--- config.mk ---
export PLATFORM = sky130hd
export DESIGN_NAME = pbms_ctrl
export DESIGN_NICKNAME = d
export VERILOG_FILES = /design/src/rtl/pbms_pkg.sv /design/src/rtl/pbms_ctrl.sv
export SDC_FILE = /design/constraint.sdc
export NUM_CORES = 1
export LEC_CHECK = 0
export ABC_AREA = 1
export BUFFER_PORTS_ARGS = -buffer_cell sky130_fd_sc_hd__buf_2
export CORE_MARGIN = 2
export CORE_UTILIZATION = 64
export DETAILED_ROUTE_END_ITERATION = 6
export GPL_ROUTABILITY_DRIVEN = 0
export GPL_TIMING_DRIVEN = 1
export PLACE_DENSITY = 0.89
export SYNTH_ARGS = -nofsm -noshare
export SYNTH_HDL_FRONTEND = slang
export SYNTH_SLANG_ARGS = --single-unit
--- constraint.sdc ---
create_clock -name clk -period 2.5 [get_ports clk]
set_input_delay 0.25 -clock clk [delete_from_list [all_inputs] [get_ports clk]]
set_output_delay 0.25 -clock clk [all_outputs]
set_load 0.02 [all_outputs]
--- src/rtl/pbms_pkg.sv ---
// Shared types, codes, reset values and arithmetic helpers of the planar body motion step.
package pbms_pkg;

    // Item kinds carried on the input tuser
    localparam logic [1:0] FUNC_TICK  = 2'd0;
    localparam logic [1:0] FUNC_LAND  = 2'd1;
    localparam logic [1:0] FUNC_LEAVE = 2'd2;

    // Configuration register indexes
    localparam logic [2:0] REG_GRAVITY_X      = 3'd0;
    localparam logic [2:0] REG_GRAVITY_Y      = 3'd1;
    localparam logic [2:0] REG_BODY_MASS      = 3'd2;
    localparam logic [2:0] REG_SPEED_LIMIT_X  = 3'd3;
    localparam logic [2:0] REG_SPEED_LIMIT_Y  = 3'd4;
    localparam logic [2:0] REG_FRICTION_FORCE = 3'd5;
    localparam logic [2:0] REG_GRAVITY_ENABLE = 3'd6;
    localparam logic [2:0] REG_TIME_STEP      = 3'd7;

    // Configuration reset values
    localparam logic [31:0] RST_GRAVITY_X      = 32'd0;
    localparam logic [31:0] RST_GRAVITY_Y      = 32'd39321600;
    localparam logic [30:0] RST_BODY_MASS      = 31'd65536;
    localparam logic [30:0] RST_SPEED_LIMIT_X  = 31'd19660800;
    localparam logic [30:0] RST_SPEED_LIMIT_Y  = 31'd19660800;
    localparam logic [30:0] RST_FRICTION_FORCE = 31'd32768000;
    localparam logic        RST_GRAVITY_ENABLE = 1'b0;
    localparam logic [15:0] RST_TIME_STEP      = 16'd1092;

    typedef struct packed {
        logic signed [31:0] gravity_x;
        logic signed [31:0] gravity_y;
        logic [30:0]        body_mass;
        logic [30:0]        speed_limit_x;
        logic [30:0]        speed_limit_y;
        logic [30:0]        friction_force;
        logic               gravity_enable;
        logic [15:0]        time_step;
    } cfg_t;

    // Datapath operations issued by the controller
    typedef enum logic [4:0] {
        OP_NOP,
        OP_LOAD,
        OP_LAND,
        OP_LEAVE,
        OP_MUL_FX,
        OP_MUL_FY,
        OP_MUL_FF,
        OP_MUL_AX,
        OP_MUL_AY,
        OP_MUL_DD,
        OP_MUL_DX,
        OP_MUL_DY,
        OP_MUL_PX,
        OP_MUL_PY,
        OP_DIV_M,
        OP_DIV_S,
        OP_SQRT,
        OP_UPD_VX,
        OP_UPD_VY,
        OP_SET_D,
        OP_SUM_A,
        OP_SUM_B,
        OP_KILL,
        OP_FRIC_X,
        OP_FRIC_Y,
        OP_POS_X,
        OP_POS_Y
    } op_t;

    typedef struct packed {
        op_t  op;
        logic out_load;
    } cmd_t;

    typedef struct packed {
        logic [1:0] func;
        logic       div_done;
        logic       sqrt_done;
        logic       fric_go;
        logic       kill;
    } status_t;

    function automatic logic [32:0] abs33(input logic signed [32:0] v);
        abs33 = v[32] ? 33'(-v) : 33'(v);
    endfunction

    function automatic logic [31:0] abs32(input logic signed [31:0] v);
        abs32 = v[31] ? 32'(-v) : 32'(v);
    endfunction

    // Limit a wide velocity to +/- lim
    function automatic logic signed [31:0] clamp_vel(input logic signed [51:0] v,
                                                     input logic [30:0] lim);
        logic signed [51:0] l;
        l = signed'({21'b0, lim});
        if (v > l)
            clamp_vel = l[31:0];
        else if (v < -l)
            clamp_vel = 32'(-l);
        else
            clamp_vel = v[31:0];
    endfunction

    // Saturate to the 32-bit signed range
    function automatic logic signed [31:0] sat32(input logic signed [33:0] v);
        logic signed [33:0] hi;
        logic signed [33:0] lo;
        hi = 34'sh0_7FFF_FFFF;
        lo = 34'sh3_8000_0000;
        if (v > hi)
            sat32 = 32'sh7FFF_FFFF;
        else if (v < lo)
            sat32 = 32'sh8000_0000;
        else
            sat32 = v[31:0];
    endfunction

endpackage

--- src/rtl/pbms_ctrl.sv ---
// Controller: sequences datapath operations for one item and owns the handshakes.
module pbms_ctrl (
    input  logic              clk,
    input  logic              rst_n,
    input  logic              in_valid,
    output logic              in_ready,
    output logic              out_valid,
    input  logic              out_ready,
    input  pbms_pkg::status_t status,
    output pbms_pkg::cmd_t    cmd
);
    import pbms_pkg::*;

    typedef enum logic [26:0] {
        ST_IDLE = 27'b1 << 0,
        ST_DISP = 27'b1 << 1,
        ST_DXS  = 27'b1 << 2,
        ST_DXW  = 27'b1 << 3,
        ST_MY   = 27'b1 << 4,
        ST_DYS  = 27'b1 << 5,
        ST_DYW  = 27'b1 << 6,
        ST_CHK  = 27'b1 << 7,
        ST_DDS  = 27'b1 << 8,
        ST_DDW  = 27'b1 << 9,
        ST_AX   = 27'b1 << 10,
        ST_SA   = 27'b1 << 11,
        ST_AY   = 27'b1 << 12,
        ST_SB   = 27'b1 << 13,
        ST_DD   = 27'b1 << 14,
        ST_CMP  = 27'b1 << 15,
        ST_SQW  = 27'b1 << 16,
        ST_FXS  = 27'b1 << 17,
        ST_FXW  = 27'b1 << 18,
        ST_FYM  = 27'b1 << 19,
        ST_FYS  = 27'b1 << 20,
        ST_FYW  = 27'b1 << 21,
        ST_PXM  = 27'b1 << 22,
        ST_PX   = 27'b1 << 23,
        ST_PYM  = 27'b1 << 24,
        ST_PY   = 27'b1 << 25,
        ST_FIN  = 27'b1 << 26
    } state_t;

    state_t state_reg, state_next;
    logic   out_valid_reg, out_valid_next;

    assign in_ready  = (state_reg == ST_IDLE);
    assign out_valid = out_valid_reg;

    // Step through the item's operations
    always_comb
    begin
        state_next   = state_reg;
        cmd.op       = OP_NOP;
        cmd.out_load = 1'b0;
        unique case (state_reg)
            ST_IDLE:
            begin
                if (in_valid)
                begin
                    cmd.op     = OP_LOAD;
                    state_next = ST_DISP;
                end
            end
            ST_DISP:
            begin
                unique case (status.func)
                    FUNC_TICK:
                    begin
                        cmd.op     = OP_MUL_FX;
                        state_next = ST_DXS;
                    end
                    FUNC_LAND:
                    begin
                        cmd.op     = OP_LAND;
                        state_next = ST_FIN;
                    end
                    FUNC_LEAVE:
                    begin
                        cmd.op     = OP_LEAVE;
                        state_next = ST_FIN;
                    end
                    default: state_next = ST_FIN;
                endcase
            end
            ST_DXS:
            begin
                cmd.op     = OP_DIV_M;
                state_next = ST_DXW;
            end
            ST_DXW:
            begin
                if (status.div_done)
                begin
                    cmd.op     = OP_UPD_VX;
                    state_next = ST_MY;
                end
            end
            ST_MY:
            begin
                cmd.op     = OP_MUL_FY;
                state_next = ST_DYS;
            end
            ST_DYS:
            begin
                cmd.op     = OP_DIV_M;
                state_next = ST_DYW;
            end
            ST_DYW:
            begin
                if (status.div_done)
                begin
                    cmd.op     = OP_UPD_VY;
                    state_next = ST_CHK;
                end
            end
            ST_CHK:
            begin
                if (status.fric_go)
                begin
                    cmd.op     = OP_MUL_FF;
                    state_next = ST_DDS;
                end
                else
                begin
                    cmd.op     = OP_MUL_PX;
                    state_next = ST_PX;
                end
            end
            ST_DDS:
            begin
                cmd.op     = OP_DIV_M;
                state_next = ST_DDW;
            end
            ST_DDW:
            begin
                if (status.div_done)
                begin
                    cmd.op     = OP_SET_D;
                    state_next = ST_AX;
                end
            end
            ST_AX:
            begin
                cmd.op     = OP_MUL_AX;
                state_next = ST_SA;
            end
            ST_SA:
            begin
                cmd.op     = OP_SUM_A;
                state_next = ST_AY;
            end
            ST_AY:
            begin
                cmd.op     = OP_MUL_AY;
                state_next = ST_SB;
            end
            ST_SB:
            begin
                cmd.op     = OP_SUM_B;
                state_next = ST_DD;
            end
            ST_DD:
            begin
                cmd.op     = OP_MUL_DD;
                state_next = ST_CMP;
            end
            ST_CMP:
            begin
                if (status.kill)
                begin
                    cmd.op     = OP_KILL;
                    state_next = ST_PXM;
                end
                else
                begin
                    cmd.op     = OP_SQRT;
                    state_next = ST_SQW;
                end
            end
            ST_SQW:
            begin
                if (status.sqrt_done)
                begin
                    cmd.op     = OP_MUL_DX;
                    state_next = ST_FXS;
                end
            end
            ST_FXS:
            begin
                cmd.op     = OP_DIV_S;
                state_next = ST_FXW;
            end
            ST_FXW:
            begin
                if (status.div_done)
                begin
                    cmd.op     = OP_FRIC_X;
                    state_next = ST_FYM;
                end
            end
            ST_FYM:
            begin
                cmd.op     = OP_MUL_DY;
                state_next = ST_FYS;
            end
            ST_FYS:
            begin
                cmd.op     = OP_DIV_S;
                state_next = ST_FYW;
            end
            ST_FYW:
            begin
                if (status.div_done)
                begin
                    cmd.op     = OP_FRIC_Y;
                    state_next = ST_PXM;
                end
            end
            ST_PXM:
            begin
                cmd.op     = OP_MUL_PX;
                state_next = ST_PX;
            end
            ST_PX:
            begin
                cmd.op     = OP_POS_X;
                state_next = ST_PYM;
            end
            ST_PYM:
            begin
                cmd.op     = OP_MUL_PY;
                state_next = ST_PY;
            end
            ST_PY:
            begin
                cmd.op     = OP_POS_Y;
                state_next = ST_FIN;
            end
            ST_FIN:
            begin
                if (!out_valid_reg || out_ready)
                begin
                    cmd.out_load = 1'b1;
                    state_next   = ST_IDLE;
                end
            end
            default: state_next = ST_IDLE;
        endcase
    end

    // Hold the result item until taken
    always_comb
    begin
        out_valid_next = out_valid_reg;
        if (cmd.out_load)
            out_valid_next = 1'b1;
        else if (out_ready)
            out_valid_next = 1'b0;
    end

    always_ff @(posedge clk or negedge rst_n)
    begin
        if (!rst_n)
        begin
            state_reg     <= ST_IDLE;
            out_valid_reg <= 1'b0;
        end
        else
        begin
            state_reg     <= state_next;
            out_valid_reg <= out_valid_next;
        end
    end

endmodule

==> metrics <==
layout cells sized above 1=24.33%; Final Cycle Share=98.40%; Clk pin slew, worst setup/hold paths=0.15 ns; WP buf/inv=2; CTS Buffer Depth=2; Slew Viols, Final=0; drt via density=5.457; Arr. time, crit path=2.21 ns; Slew HR=59.31%; 1st-pass router iterations=5; Pwr Density=560.8 nW/um^2; Seq/Total Area, Yosys=33.49%; clk_skew=0.01062 ns; Cells after DPL=371; Die W=61.23 um; syn avg cell area=6.696 um^2; initial antenna violation count=0; Final Hold Vio Count=0; Hold WC Path Type=primary input to register; antenna viol nets, final=0; slowest cell on the critical path=dfrtp_1; Vert. Die Dim=61.23 um; Worst Path Max Fanout=18; gr ovfl total=0; Min Hold Slack=0.08613 ns; post-synthesis cell type count=32; total CTS buffers=3; yosys warns=0; status=completed; Tmin final=2.460 ns; drt first-iter violations=175; WP data required=2.25 ns; clock root buffer=clkbuf_4; critical path's largest stage delay=0.42 ns; final setup vio count=0; fin util=76.34%; Core Region=3078 um^2; Mapped Nets=325; Max Fclk=406.5 MHz; most common cell after layout, fill and taps aside=nand2_1; crit path launch type=register; top cells by area, synth=dfrtp_1 (32%), nand2_1 (14%), nor2_1 (12%), inv_1 (8.8%), nor2_4 (4.3%); Crit path top cell by count=nor2_1; leakage=1.298 nW; DP HPWL=3.571 mm; Max IR drop VDD=440.2 uV; pin count of the biggest net entering global routing=29; H-tree depth=1; leading cell types in the layout, fill and taps excluded=nand2_1 (79), nor2_1 (59), inv_1 (48); Gate Count Post-Synth=313; number of max-cap violations=0; Largest register FFs=27; vias in the first global route=1,787; first-pass GRT wire length=7.728 mm; mapped cell area=2096 um^2; Site Rows=20; Setup CP Type=register to output port; DRC viols=0; CP Cell Sequence=nor2_1, nand2_2, nor2_8, nand2_8, nor2_2, inv_1, o21ai_2, nor2_1, nand3_1, buf_2; Clock Latency Late Sink=0.33 ns; Initial Utilization=68.09%; CTS tree=yes; top cell type's share of synthesized area=32.24%; final WL=5.094 mm; measured slew at the worst slew-check pin=0.6103 ns; Sink Count=28; Area Growth Syn to Fin=12.12%; port buffer count=17; vias post-DR=2,079; Nets=350; crit end category=output port; Tot GR Track Use=27.89%; Crit path max-delay family=simple AND/OR/NAND/NOR gates; non-filler cells, final=381; num ports=18; Yosys top cell by area=dfrtp_1; Die Area=3749 um^2; wire per inst=13.37 um; Seq cells post-synth=28; n_diodes=0
what timing repair did:
action | 4_1_cts | 5_1_grt
setup endpoints to repair | 3 | 5
hold buffers | 1 | 0
setup buffers | 0 | 5
cloned | 0 | 0
pin swaps | 0 | 4
resized for setup | 1 | 18
hold endpoints to repair | 27 | 0
cell type report:
type                    count  area (um^2)
inverters                  52        197.7
well taps                  44        55.05
repair buffers             23        132.6
flip-flops and latches     28        701.9
fillers                   242        728.2
multi-input cells         230         1236
clock buffers               4        26.28
power by group:
group	switching, mW	internal, mW
logic	0.422	0.193
registers	0.0242	0.483
clock network	0.134	0.0627
total	0.580	0.738
kinds of logic (layout without fill, tap and decap cells):
group           Yosys count  after routing  synth area share (%)
flops                    28             28                 33.49
fa+ha+maj                 2              2                 1.194
compound gates           20             20                 6.268
simple gates            208            208                 48.12
buf+inv                  55             79                 10.93
cells in the mapped netlist (all sizes together):
cell type	instances
a211oi	2
a21o	1
a21oi	6
and3	1
buf	3
dfrtp	27
dfstp	1
ha	2
inv	52
nand2	92
nand3	13
nand3b	1
nand4	2
nor2	88
nor3	9
nor4	1
nor4b	1
o21ai	6
o22ai	4
o311ai	1
through the flow:
stage	setup WS, ns	instance area (um^2)	power, mW	setup TNS [ns]
2_1_floorplan	0.6863	2096	0.9476	0
3_3_place_gp	0.4780	2202	1.023	0
3_5_place_dp	0.3859	2202	1.034	0
4_1_cts	0.03566	2238	1.220	0
5_1_grt	-0.08334	2350	1.391	-0.2582
6_report	0.04001	2350	1.318	0
path summary, 6_finish.rpt:
path | from | endpoint | slack [ns] | cells after the start
max in group asynchronous | rst_n | state_reg[1] | 1.63 | 2
min in group asynchronous | rst_n | out_valid | 0.45 | 2
max reg2reg | state_reg[16] | state_reg[22] | 0.48 | 12
max | state_reg[12] | cmd[2] | 0.04 | 10
min reg2reg | out_valid | out_valid | 0.58 | 2
min | out_ready | out_valid | 0.09 | 2
worst reg2reg max path, delay by kind of cell, from the launching register on:
family	cells	cell delay, ns
simple gates	10	1.11
buf+inv	1	0.16
flops	1	0.42
compound gates	1	0.28
metal layers:
layer  track usage [%]  wire length, um  vias up
li1                  -                -     1013
met1             38.35             2044      920
met2             44.22             2370      114
met3             3.361              452       32
met4             12.42              227        0
met5                 0                0        -
No activity file was read; power rests on OpenSTA's default activity.
